`config.mk`:
```
export PLATFORM = sky130hd
export DESIGN_NAME = scalar_kalman_filter_core
export DESIGN_NICKNAME = d
export VERILOG_FILES = /design/src/hdl/skf_pkg.sv /design/src/hdl/skf_div.sv /design/src/hdl/skf_mul.sv /design/src/hdl/scalar_kalman_filter_core.sv
export VERILOG_INCLUDE_DIRS = /design/src /design/src/hdl
export SDC_FILE = /design/constraint.sdc
export NUM_CORES = 2
export LEC_CHECK = 0
export BUFFER_PORTS_ARGS = -buffer_cell sky130_fd_sc_hd__clkbuf_2
export CAP_MARGIN = 20
export CORE_ASPECT_RATIO = 1.25
export CORE_MARGIN = 8
export CORE_UTILIZATION = 30
export DETAILED_ROUTE_END_ITERATION = 6
export SYNTH_ARGS = -nofsm -noshare
export SYNTH_HDL_FRONTEND = slang
export SYNTH_SLANG_ARGS = --single-unit
```
`constraint.sdc`:
```
create_clock -name clk_i -period 4.25 [get_ports clk_i]
set_input_delay 0.425 -clock clk_i [delete_from_list [all_inputs] [get_ports clk_i]]
set_output_delay 0.425 -clock clk_i [all_outputs]
set_load 0.01 [all_outputs]
```
`src/hdl/scalar_kalman_filter_core_defines.svh`:
```
// Assertion macros shared by the scalar Kalman filter RTL.
`ifndef SCALAR_KALMAN_FILTER_CORE_DEFINES_SVH
`define SCALAR_KALMAN_FILTER_CORE_DEFINES_SVH

// Same-cycle implication, sampled on clk_i, off while rst_ni is low.
`define SKF_ASSERT_SAME(name, ante, cons, msg) \
  name: assert property (@(posedge clk_i) disable iff (!rst_ni) (ante) |-> (cons)) \
    else $error(msg);

// Next-cycle implication, sampled on clk_i, off while rst_ni is low.
`define SKF_ASSERT_NEXT(name, ante, cons, msg) \
  name: assert property (@(posedge clk_i) disable iff (!rst_ni) (ante) |=> (cons)) \
    else $error(msg);

`endif

```
`src/hdl/skf_pkg.sv`:
```
// Shared widths, constants and beat types of the scalar Kalman filter.
package skf_pkg;

  localparam int DATA_WIDTH = 32;
  localparam int FRAC_BITS  = 16;
  localparam int CFG_WIDTH  = 32;
  localparam int CFG_IDX_W  = 1;

  // Width that holds variance plus a noise register without overflow.
  localparam int WIDE_W = ((DATA_WIDTH > CFG_WIDTH) ? DATA_WIDTH : CFG_WIDTH) + 1;

  localparam logic [CFG_IDX_W-1:0] REG_PROCESS_NOISE = 1'b0;
  localparam logic [CFG_IDX_W-1:0] REG_MEASURE_NOISE = 1'b1;

  localparam logic [CFG_WIDTH-1:0] NOISE_RESET = CFG_WIDTH'(65536);

  // One in the data format, masked to the data width.
  localparam logic [DATA_WIDTH-1:0] ONE_DATA = DATA_WIDTH'(1) << FRAC_BITS;
  // One in the gain format Q1.FRAC_BITS.
  localparam logic [FRAC_BITS:0] GAIN_ONE = {1'b1, {FRAC_BITS{1'b0}}};

  typedef struct packed {
    logic                         mode;
    logic signed [DATA_WIDTH-1:0] measurement;
  } in_beat_t;

  typedef struct packed {
    logic signed [DATA_WIDTH-1:0] estimate;
    logic        [FRAC_BITS:0]    gain;
  } out_beat_t;

endpackage

```
`src/hdl/skf_div.sv`:
```
// Restoring divider giving floor(num * 2^FRAC_BITS / den), one quotient bit per cycle.
module skf_div #(
  parameter int NUM_W     = skf_pkg::DATA_WIDTH,
  parameter int DEN_W     = skf_pkg::WIDE_W,
  parameter int FRAC_BITS = skf_pkg::FRAC_BITS
) (
  input  logic               clk_i,
  input  logic               rst_ni,
  input  logic               start_i,
  input  logic [NUM_W-1:0]   num_i,
  input  logic [DEN_W-1:0]   den_i,
  output logic               done_o,
  output logic [FRAC_BITS:0] quo_o
);

  localparam int CNT_W = $clog2(FRAC_BITS + 1);

  logic               busy_q;
  logic               done_q;
  logic [CNT_W-1:0]   cnt_q;
  logic [DEN_W:0]     rem_q;
  logic [DEN_W-1:0]   den_q;
  logic [FRAC_BITS:0] quo_q;

  logic [DEN_W:0] trial;
  logic [DEN_W:0] den_ext;
  logic           fits;
  logic [DEN_W:0] rem_d;
  logic           last;

  // The integer bit is tried without a shift, every later bit after one.
  assign trial   = (cnt_q == '0) ? rem_q : {rem_q[DEN_W-1:0], 1'b0};
  assign den_ext = {1'b0, den_q};
  assign fits    = trial >= den_ext;
  assign rem_d   = fits ? (trial - den_ext) : trial;
  assign last    = cnt_q == CNT_W'(FRAC_BITS);

  always_ff @(posedge clk_i or negedge rst_ni) begin
    if (!rst_ni) begin
      busy_q <= 1'b0;
      done_q <= 1'b0;
      cnt_q  <= '0;
    end else begin
      done_q <= 1'b0;
      if (start_i) begin
        cnt_q <= '0;
        if (den_i == '0) begin
          busy_q <= 1'b0;
          done_q <= 1'b1;
        end else begin
          busy_q <= 1'b1;
        end
      end else if (busy_q) begin
        cnt_q <= cnt_q + CNT_W'(1);
        if (last) begin
          busy_q <= 1'b0;
          done_q <= 1'b1;
        end
      end
    end
  end

  always_ff @(posedge clk_i) begin
    if (start_i) begin
      den_q <= den_i;
      rem_q <= (DEN_W+1)'(num_i);
      // A zero divisor gives a gain of exactly one.
      quo_q <= (den_i == '0) ? {1'b1, {FRAC_BITS{1'b0}}} : '0;
    end else if (busy_q) begin
      rem_q <= rem_d;
      quo_q <= {quo_q[FRAC_BITS-1:0], fits};
    end
  end

  assign done_o = done_q;
  assign quo_o  = quo_q;

endmodule

```
`src/hdl/skf_mul.sv`:
```
// Bit-serial multiplier giving floor(mag * k / 2^FRAC_BITS) for k up to one.
module skf_mul #(
  parameter int MAG_W     = skf_pkg::DATA_WIDTH + 1,
  parameter int FRAC_BITS = skf_pkg::FRAC_BITS
) (
  input  logic               clk_i,
  input  logic               rst_ni,
  input  logic               start_i,
  input  logic [MAG_W-1:0]   mag_i,
  input  logic [FRAC_BITS:0] k_i,
  output logic               done_o,
  output logic [MAG_W-1:0]   prod_o
);

  localparam int CNT_W = $clog2(FRAC_BITS + 1);

  logic               busy_q;
  logic               done_q;
  logic [CNT_W-1:0]   cnt_q;
  logic [MAG_W-1:0]   mag_q;
  logic [FRAC_BITS:0] k_q;
  logic [MAG_W-1:0]   acc_q;

  logic [MAG_W:0] sum;
  logic           last;

  assign sum  = {1'b0, acc_q} + (k_q[0] ? {1'b0, mag_q} : '0);
  assign last = cnt_q == CNT_W'(FRAC_BITS);

  always_ff @(posedge clk_i or negedge rst_ni) begin
    if (!rst_ni) begin
      busy_q <= 1'b0;
      done_q <= 1'b0;
      cnt_q  <= '0;
    end else begin
      done_q <= 1'b0;
      if (start_i) begin
        busy_q <= 1'b1;
        cnt_q  <= '0;
      end else if (busy_q) begin
        cnt_q <= cnt_q + CNT_W'(1);
        if (last) begin
          busy_q <= 1'b0;
          done_q <= 1'b1;
        end
      end
    end
  end

  // Fractional weights shift the partial sum right and drop the low bit;
  // the integer weight of k is added in place on the final step.
  always_ff @(posedge clk_i) begin
    if (start_i) begin
      mag_q <= mag_i;
      k_q   <= k_i;
      acc_q <= '0;
    end else if (busy_q) begin
      k_q   <= k_q >> 1;
      acc_q <= last ? sum[MAG_W-1:0] : sum[MAG_W:1];
    end
  end

  assign done_o = done_q;
  assign prod_o = acc_q;

endmodule

```
`src/hdl/scalar_kalman_filter_core.sv`:
```
// Top level of the scalar Kalman filter: one measurement beat in, one estimate beat out.
// A measurement beat goes through prediction, the serial divider and then the two serial
// multipliers, which run in parallel; a zero gain divisor ends the division without its
// serial steps. A restart beat skips to the result. A held result stalls the next beat.
// No new beat is taken until the last result has moved into the output register.
// Reset: estimate and variance return to one, both noise registers to one, no beat held.
`include "scalar_kalman_filter_core_defines.svh"

module scalar_kalman_filter_core (
  input  logic                                clk_i,
  input  logic                                rst_ni,
  input  logic                                in_valid_i,
  output logic                                in_ready_o,
  input  skf_pkg::in_beat_t                   in_data_i,
  output logic                                out_valid_o,
  input  logic                                out_ready_i,
  output skf_pkg::out_beat_t                  out_data_o,
  input  logic                                cfg_we_i,
  input  logic [skf_pkg::CFG_IDX_W-1:0]       cfg_addr_i,
  input  logic [skf_pkg::CFG_WIDTH-1:0]       cfg_wdata_i
);

  localparam int DW     = skf_pkg::DATA_WIDTH;
  localparam int FB     = skf_pkg::FRAC_BITS;
  localparam int WIDE_W = skf_pkg::WIDE_W;

  typedef enum logic [2:0] {
    ST_IDLE,
    ST_PRED,
    ST_DIV_GO,
    ST_DIV_RUN,
    ST_MUL_RUN,
    ST_FINISH
  } state_e;

  state_e                     state_q;
  logic [skf_pkg::CFG_WIDTH-1:0] q_noise_q;
  logic [skf_pkg::CFG_WIDTH-1:0] r_noise_q;
  logic [DW-1:0]              est_q;
  logic [DW-1:0]              var_q;
  logic [DW-1:0]              z_q;
  logic [DW-1:0]              ppred_q;
  logic [DW:0]                diff_q;
  logic [DW:0]                mag_q;
  logic [FB:0]                k_q;
  skf_pkg::out_beat_t         res_q;
  logic                       out_valid_q;
  skf_pkg::out_beat_t         out_data_q;

  logic [WIDE_W-1:0] pred_sum;
  logic [DW-1:0]     ppred_d;
  logic [DW:0]       diff_d;
  logic [DW:0]       mag_d;
  logic [WIDE_W-1:0] den;
  logic              div_start;
  logic              div_done;
  logic [FB:0]       div_quo;
  logic              mul_start;
  logic              est_done;
  logic              var_done;
  logic [DW:0]       delta;
  logic [DW-1:0]     var_prod;
  logic [DW-1:0]     est_new;
  logic              in_fire;

  assign in_fire = in_valid_i && in_ready_o;

  // Predicted variance saturates at the top of the data range.
  assign pred_sum = WIDE_W'(var_q) + WIDE_W'(q_noise_q);
  assign ppred_d  = (|pred_sum[WIDE_W-1:DW]) ? '1 : pred_sum[DW-1:0];
  assign diff_d   = {z_q[DW-1], z_q} - {est_q[DW-1], est_q};
  assign mag_d    = diff_q[DW] ? (~diff_q + (DW+1)'(1)) : diff_q;
  assign den      = WIDE_W'(ppred_q) + WIDE_W'(r_noise_q);

  assign div_start = state_q == ST_DIV_GO;
  assign mul_start = (state_q == ST_DIV_RUN) && div_done;

  skf_div #(
    .NUM_W     (DW),
    .DEN_W     (WIDE_W),
    .FRAC_BITS (FB)
  ) u_div (
    .clk_i   (clk_i),
    .rst_ni  (rst_ni),
    .start_i (div_start),
    .num_i   (ppred_q),
    .den_i   (den),
    .done_o  (div_done),
    .quo_o   (div_quo)
  );

  skf_mul #(
    .MAG_W     (DW + 1),
    .FRAC_BITS (FB)
  ) u_mul_est (
    .clk_i   (clk_i),
    .rst_ni  (rst_ni),
    .start_i (mul_start),
    .mag_i   (mag_q),
    .k_i     (div_quo),
    .done_o  (est_done),
    .prod_o  (delta)
  );

  skf_mul #(
    .MAG_W     (DW),
    .FRAC_BITS (FB)
  ) u_mul_var (
    .clk_i   (clk_i),
    .rst_ni  (rst_ni),
    .start_i (mul_start),
    .mag_i   (ppred_q),
    .k_i     (skf_pkg::GAIN_ONE - div_quo),
    .done_o  (var_done),
    .prod_o  (var_prod)
  );

  // Move towards the measurement; the step never overshoots it.
  assign est_new = diff_q[DW] ? (est_q - delta[DW-1:0]) : (est_q + delta[DW-1:0]);

  always_ff @(posedge clk_i or negedge rst_ni) begin
    if (!rst_ni) begin
      q_noise_q <= skf_pkg::NOISE_RESET;
      r_noise_q <= skf_pkg::NOISE_RESET;
    end else if (cfg_we_i) begin
      case (cfg_addr_i)
        skf_pkg::REG_PROCESS_NOISE: q_noise_q <= cfg_wdata_i;
        skf_pkg::REG_MEASURE_NOISE: r_noise_q <= cfg_wdata_i;
        default: ;
      endcase
    end
  end

  always_ff @(posedge clk_i or negedge rst_ni) begin
    if (!rst_ni) begin
      state_q     <= ST_IDLE;
      est_q       <= skf_pkg::ONE_DATA;
      var_q       <= skf_pkg::ONE_DATA;
      z_q         <= '0;
      ppred_q     <= '0;
      diff_q      <= '0;
      mag_q       <= '0;
      k_q         <= '0;
      res_q       <= '0;
      out_valid_q <= 1'b0;
      out_data_q  <= '0;
    end else begin
      if (out_valid_q && out_ready_i && (state_q != ST_FINISH)) begin
        out_valid_q <= 1'b0;
      end
      case (state_q)
        ST_IDLE: begin
          if (in_fire) begin
            z_q <= in_data_i.measurement;
            if (in_data_i.mode) begin
              est_q          <= skf_pkg::ONE_DATA;
              var_q          <= skf_pkg::ONE_DATA;
              res_q.estimate <= skf_pkg::ONE_DATA;
              res_q.gain     <= '0;
              state_q        <= ST_FINISH;
            end else begin
              state_q <= ST_PRED;
            end
          end
        end
        ST_PRED: begin
          ppred_q <= ppred_d;
          diff_q  <= diff_d;
          state_q <= ST_DIV_GO;
        end
        ST_DIV_GO: begin
          mag_q   <= mag_d;
          state_q <= ST_DIV_RUN;
        end
        ST_DIV_RUN: begin
          if (div_done) begin
            k_q     <= div_quo;
            state_q <= ST_MUL_RUN;
          end
        end
        ST_MUL_RUN: begin
          if (est_done) begin
            est_q          <= est_new;
            var_q          <= var_prod;
            res_q.estimate <= est_new;
            res_q.gain     <= k_q;
            state_q        <= ST_FINISH;
          end
        end
        ST_FINISH: begin
          // Hold the result until the output register is free.
          if (!out_valid_q || out_ready_i) begin
            out_data_q  <= res_q;
            out_valid_q <= 1'b1;
            state_q     <= ST_IDLE;
          end
        end
        default: state_q <= ST_IDLE;
      endcase
    end
  end

  assign in_ready_o  = state_q == ST_IDLE;
  assign out_valid_o = out_valid_q;
  assign out_data_o  = out_data_q;

  `SKF_ASSERT_SAME(a_mul_lockstep, 1'b1, est_done == var_done, "multipliers out of step")
  `SKF_ASSERT_SAME(a_div_done_phase, div_done, state_q == ST_DIV_RUN, "stray divider done")
  `SKF_ASSERT_NEXT(a_restart_fast, in_fire && in_data_i.mode, state_q == ST_FINISH, "slow restart")
  `SKF_ASSERT_SAME(a_gain_bound, out_valid_o, out_data_o.gain <= skf_pkg::GAIN_ONE, "gain above one")

endmodule

```
==> run metrics <==
Inst Count DP approximately 5,400; Mapped Area between 30,000 and 40,000 µm²; Detailed Place HPWL 77.1 mm; # nets final 4,274; PD cells slightly above 800 nW/µm²; Reg area 15,900 µm²; CP Max Fanout 7; die area 134,000 µm²; routing usage on met2 0.271; Clock Path Buffers 3; Overflow after GRT 0; 1st-iter DRT viols 1,636; gr busiest metal met2; DP Area 40,000 µm²; Leak Pwr between 15 and 20 nW; FILL cells roughly 12,000; first-pass GRT wire length approximately 160 mm; drt drc 0; Slew headroom 0.276; GR met3 Demand/Resource 0.0211; CP Launch Type register; total track usage 0.154; Reg power frac 0.278; maximum vdd drop roughly 0.35 mV; hold_sp cfg_wdata_i[7]; Seq/Total Area, Yosys 0.435; Synth top area share 0.247; Pins Over Slew Limit 0; CTS clk-pin slew, worst paths ~60 ps; Area Growth Syn to Fin 18.1%; unrepaired setup endpoints after global routing yes; crit path cell chain inv_1, ha_2, nand2_2, nor2_4, buf_12, buf_8, mux2_4, ha_4, a21o_1, a21oi_2, o21ai_2, a21o_1, a221oi_2, buf_4, a22oi_2, buf_4, o211ai_4, and2_4, buf_6, buf_4, or4_4, a31oi_1; critical path class reg2reg; DP Worst Slack -390 ps; CTS tree done; Netlist cell types 81; Top FF cell, synth dfrtp_1; final worst path period share 0.969; Worst R2R Start u_div.cnt_q[1]$_DFFE_PN0P_; endpoint arrival time on the critical path 4670 ps; part of the power in the clock network 0.171; initial core utilization 0.302; Data required, critical path between 4000 and 5000 ps; FFs w/ async S/R, synth 0.596; Hold Vio Cnt, Final 0; ANT nets after route 0; most common cell after layout, fill and taps aside dfrtp_1; I/O Pins between 100 and 150; num rows between 100 and 150; EDFF count, synth between 150 and 200; clk sinks approximately 610; share of cells above drive strength 1 0.165; vias in the first global route between 20,000 and 30,000; IO Port Bufs 121; Yosys reg bits between 600 and 700; WP buf/inv 7; max incr delay on CP 500 ps; worst skew pair latency approximately 670 ps; WHS roughly 44 ps; pin count of the biggest net entering global routing 140; Worst Setup SP u_div.cnt_q[1]$_DFFE_PN0P_; die height a little over 400 µm; met1 Usage GRT 0.186; CP endpoint kind register; most area-consuming cells after synthesis dfrtp_1, edfxtp_1, ha_1; Setup WS post-layout between 100 and 150 ps; syn_nets just over 4,000; cells after synthesis 3,722; Logic pwr share 0.551; Final min period between 4000 and 5000 ps; Core Util, Final 0.357; antenna violations before repair 4; first drt pass iteration count 5; Critical Path Most Common Cell buf_4; YS warnings 0; Psw between 0.015 and 0.02 W; endpoints failing setup 0; core area 121,000 µm²; CTS Buf Count 68; Hold Crit Class in2reg; status finished clean; area of the multi-input gates roughly 20,000 µm²; H-tree levels 3; design area 43,300 µm²; P_int between 0.02 and 0.025 W; Sw Share 0.424; Die Wd 328 µm; syn_area_per_cell 9.84 µm²; CTS Root Cell clkbuf_16; WL/cell about 19 µm; via/cell ratio slightly above 5; slowest CP cell or4_4; final cell count without fillers between 5,000 and 6,000; cell taking the most area after synthesis dfrtp_1; skew final 36.8 ps; worst-margin pin slew about 1100 ps; max-cap violations 0; via count around 29,000; CP delay by family, top compound AO/OA/AOI/OAI gates; most frequent cells in the layout dfrtp_1, nand2_1, a21oi_1, nor2_1, ha_1; final WL around 100 mm; Placer Congestion 0.907; highest clock rate between 0.2 and 0.25 GHz
[power groups by stage]
stage | Combinational, W | Clock (W) | Sequential, W
after floorplan | 0.0140 | 0 | 0.00940
after global placement | 0.0189 | 0 | 0.0101
after detailed placement | 0.0190 | 0 | 0.0101
after CTS | 0.0193 | 0.00633 | 0.0100
final | 0.0198 | 0.00613 | 0.00999
after global routing | 0.0220 | 0.00653 | 0.0102
[layer usage]
layer | part of all wire | vias up
li1 | - | 14000
met1 | 0.42 | 14000
met2 | 0.50 | 545
met3 | 0.035 | 178
met4 | 0.045 | 4
met5 | 0.00026 | -
[path summary, 6_finish.rpt]
| check | to | slack, ps | cells after the start |
|---|---|---|---|
| max | u_div.rem_q[33]$_SDFFE_PP0P_ | 130 | 22 |
| min | q_noise_q[7]$_DFFE_PN0P_ | 40 | 2 |
| max reg2reg | u_div.rem_q[33]$_SDFFE_PP0P_ | 130 | 22 |
| min reg2reg | u_mul_est.mag_q[9]$_DFFE_PP_ | 450 | 0 |
| max in group asynchronous | q_noise_q[16]$_DFFE_PN1P_ | 2860 | 3 |
| min in group asynchronous | res_q[10]$_DFFE_PN0P_ | 410 | 2 |
[worst reg2reg max path, stage by stage, from the launching register on]
cell	delay (ps)
dfrtp_1	380
inv_1	60
ha_2	180
nand2_2	60
nor2_4	150
buf_12	150
buf_8	130
mux2_4	320
ha_4	260
a21o_1	110
a21oi_2	60
o21ai_2	170
a21o_1	170
a221oi_2	70
buf_4	140
a22oi_2	200
buf_4	170
o211ai_4	100
and2_4	220
buf_6	120
buf_4	130
or4_4	500
a31oi_1	180
[Yosys cell counts (32+ instances only)]
library cell,n
edfxtp_1,181
a211oi_1,48
dfrtp_1,362
xor2_1,121
dfxtp_1,67
o22ai_1,36
nor3_1,54
a21o_1,131
a22o_1,49
nand2b_1,32
inv_1,144
o21ai_0,232
clkbuf_1,136
a31oi_1,42
nand3_1,58
nor2_1,267
nor2b_1,39
ha_1,234
mux2i_1,59
nand2_1,332
mux2_2,178
and2_1,97
xnor2_1,154
a21oi_1,281
[stage by stage]
| stage | setup TNS [ps] | power (W) |
|---|---|---|
| after floorplan | 0 | 0.0234 |
| after global placement | -4870 | 0.0289 |
| after detailed placement | -4230 | 0.0291 |
| after CTS | 0 | 0.0356 |
| after global routing | -121 | 0.0388 |
| final | 0 | 0.0359 |
[registers in the layout, summed over array words and instances, names as in the netlist, 3 cells and up]
signal and count:
u_mul_var.mag_q 32, u_mul_est.cnt_q 5, u_mul_var.prod_o 32, state_q 3, u_mul_est.k_q 17, q_noise_q 32
est_q 32, res_q 18, u_mul_var.k_q 17, u_div.cnt_q 5, u_mul_est.prod_o 33, u_mul_est.mag_q 33
var_q 32, mag_q 33, u_div.rem_q 34, ppred_q 32, u_div.quo_o 17, k_q 17
r_noise_q 32, u_div.den_q 33, u_mul_var.cnt_q 5, z_q 32, out_data_o 49, diff_q 33
[cell families after synthesis]
| group | share of synthesized area |
|---|---|
| compound gates | 0.180 |
| simple gates | 0.132 |
| flops | 0.435 |
| buf+inv | 0.0319 |
| xor+xnor | 0.0658 |
| fa+ha+maj | 0.0838 |
| mux | 0.0709 |
[final cells by class]
type | instances | share of cell area
sequential | 614 | 0.369
timing repair buffer | 334 | 0.0588
inverter | 144 | 0.0126
clock buffer | 92 | 0.0442
clock inverter | 33 | 0.00862
multi-input combinational | 2800 | 0.461
tap | 1595 | 0.0461
antenna | 3 | 0.000174
[timing repair]
| item | CTS | global route |
|---|---|---|
| hold buffers | 56 | 0 |
| endpoints found under the setup margin | 37 | 50 |
| gates resized for setup | 12 | 62 |
| setup buffers | 2 | 7 |
| endpoints found under the hold margin | 155 | 0 |
| pin swaps | 4 | 33 |
Power figures use the tool's default switching activity.
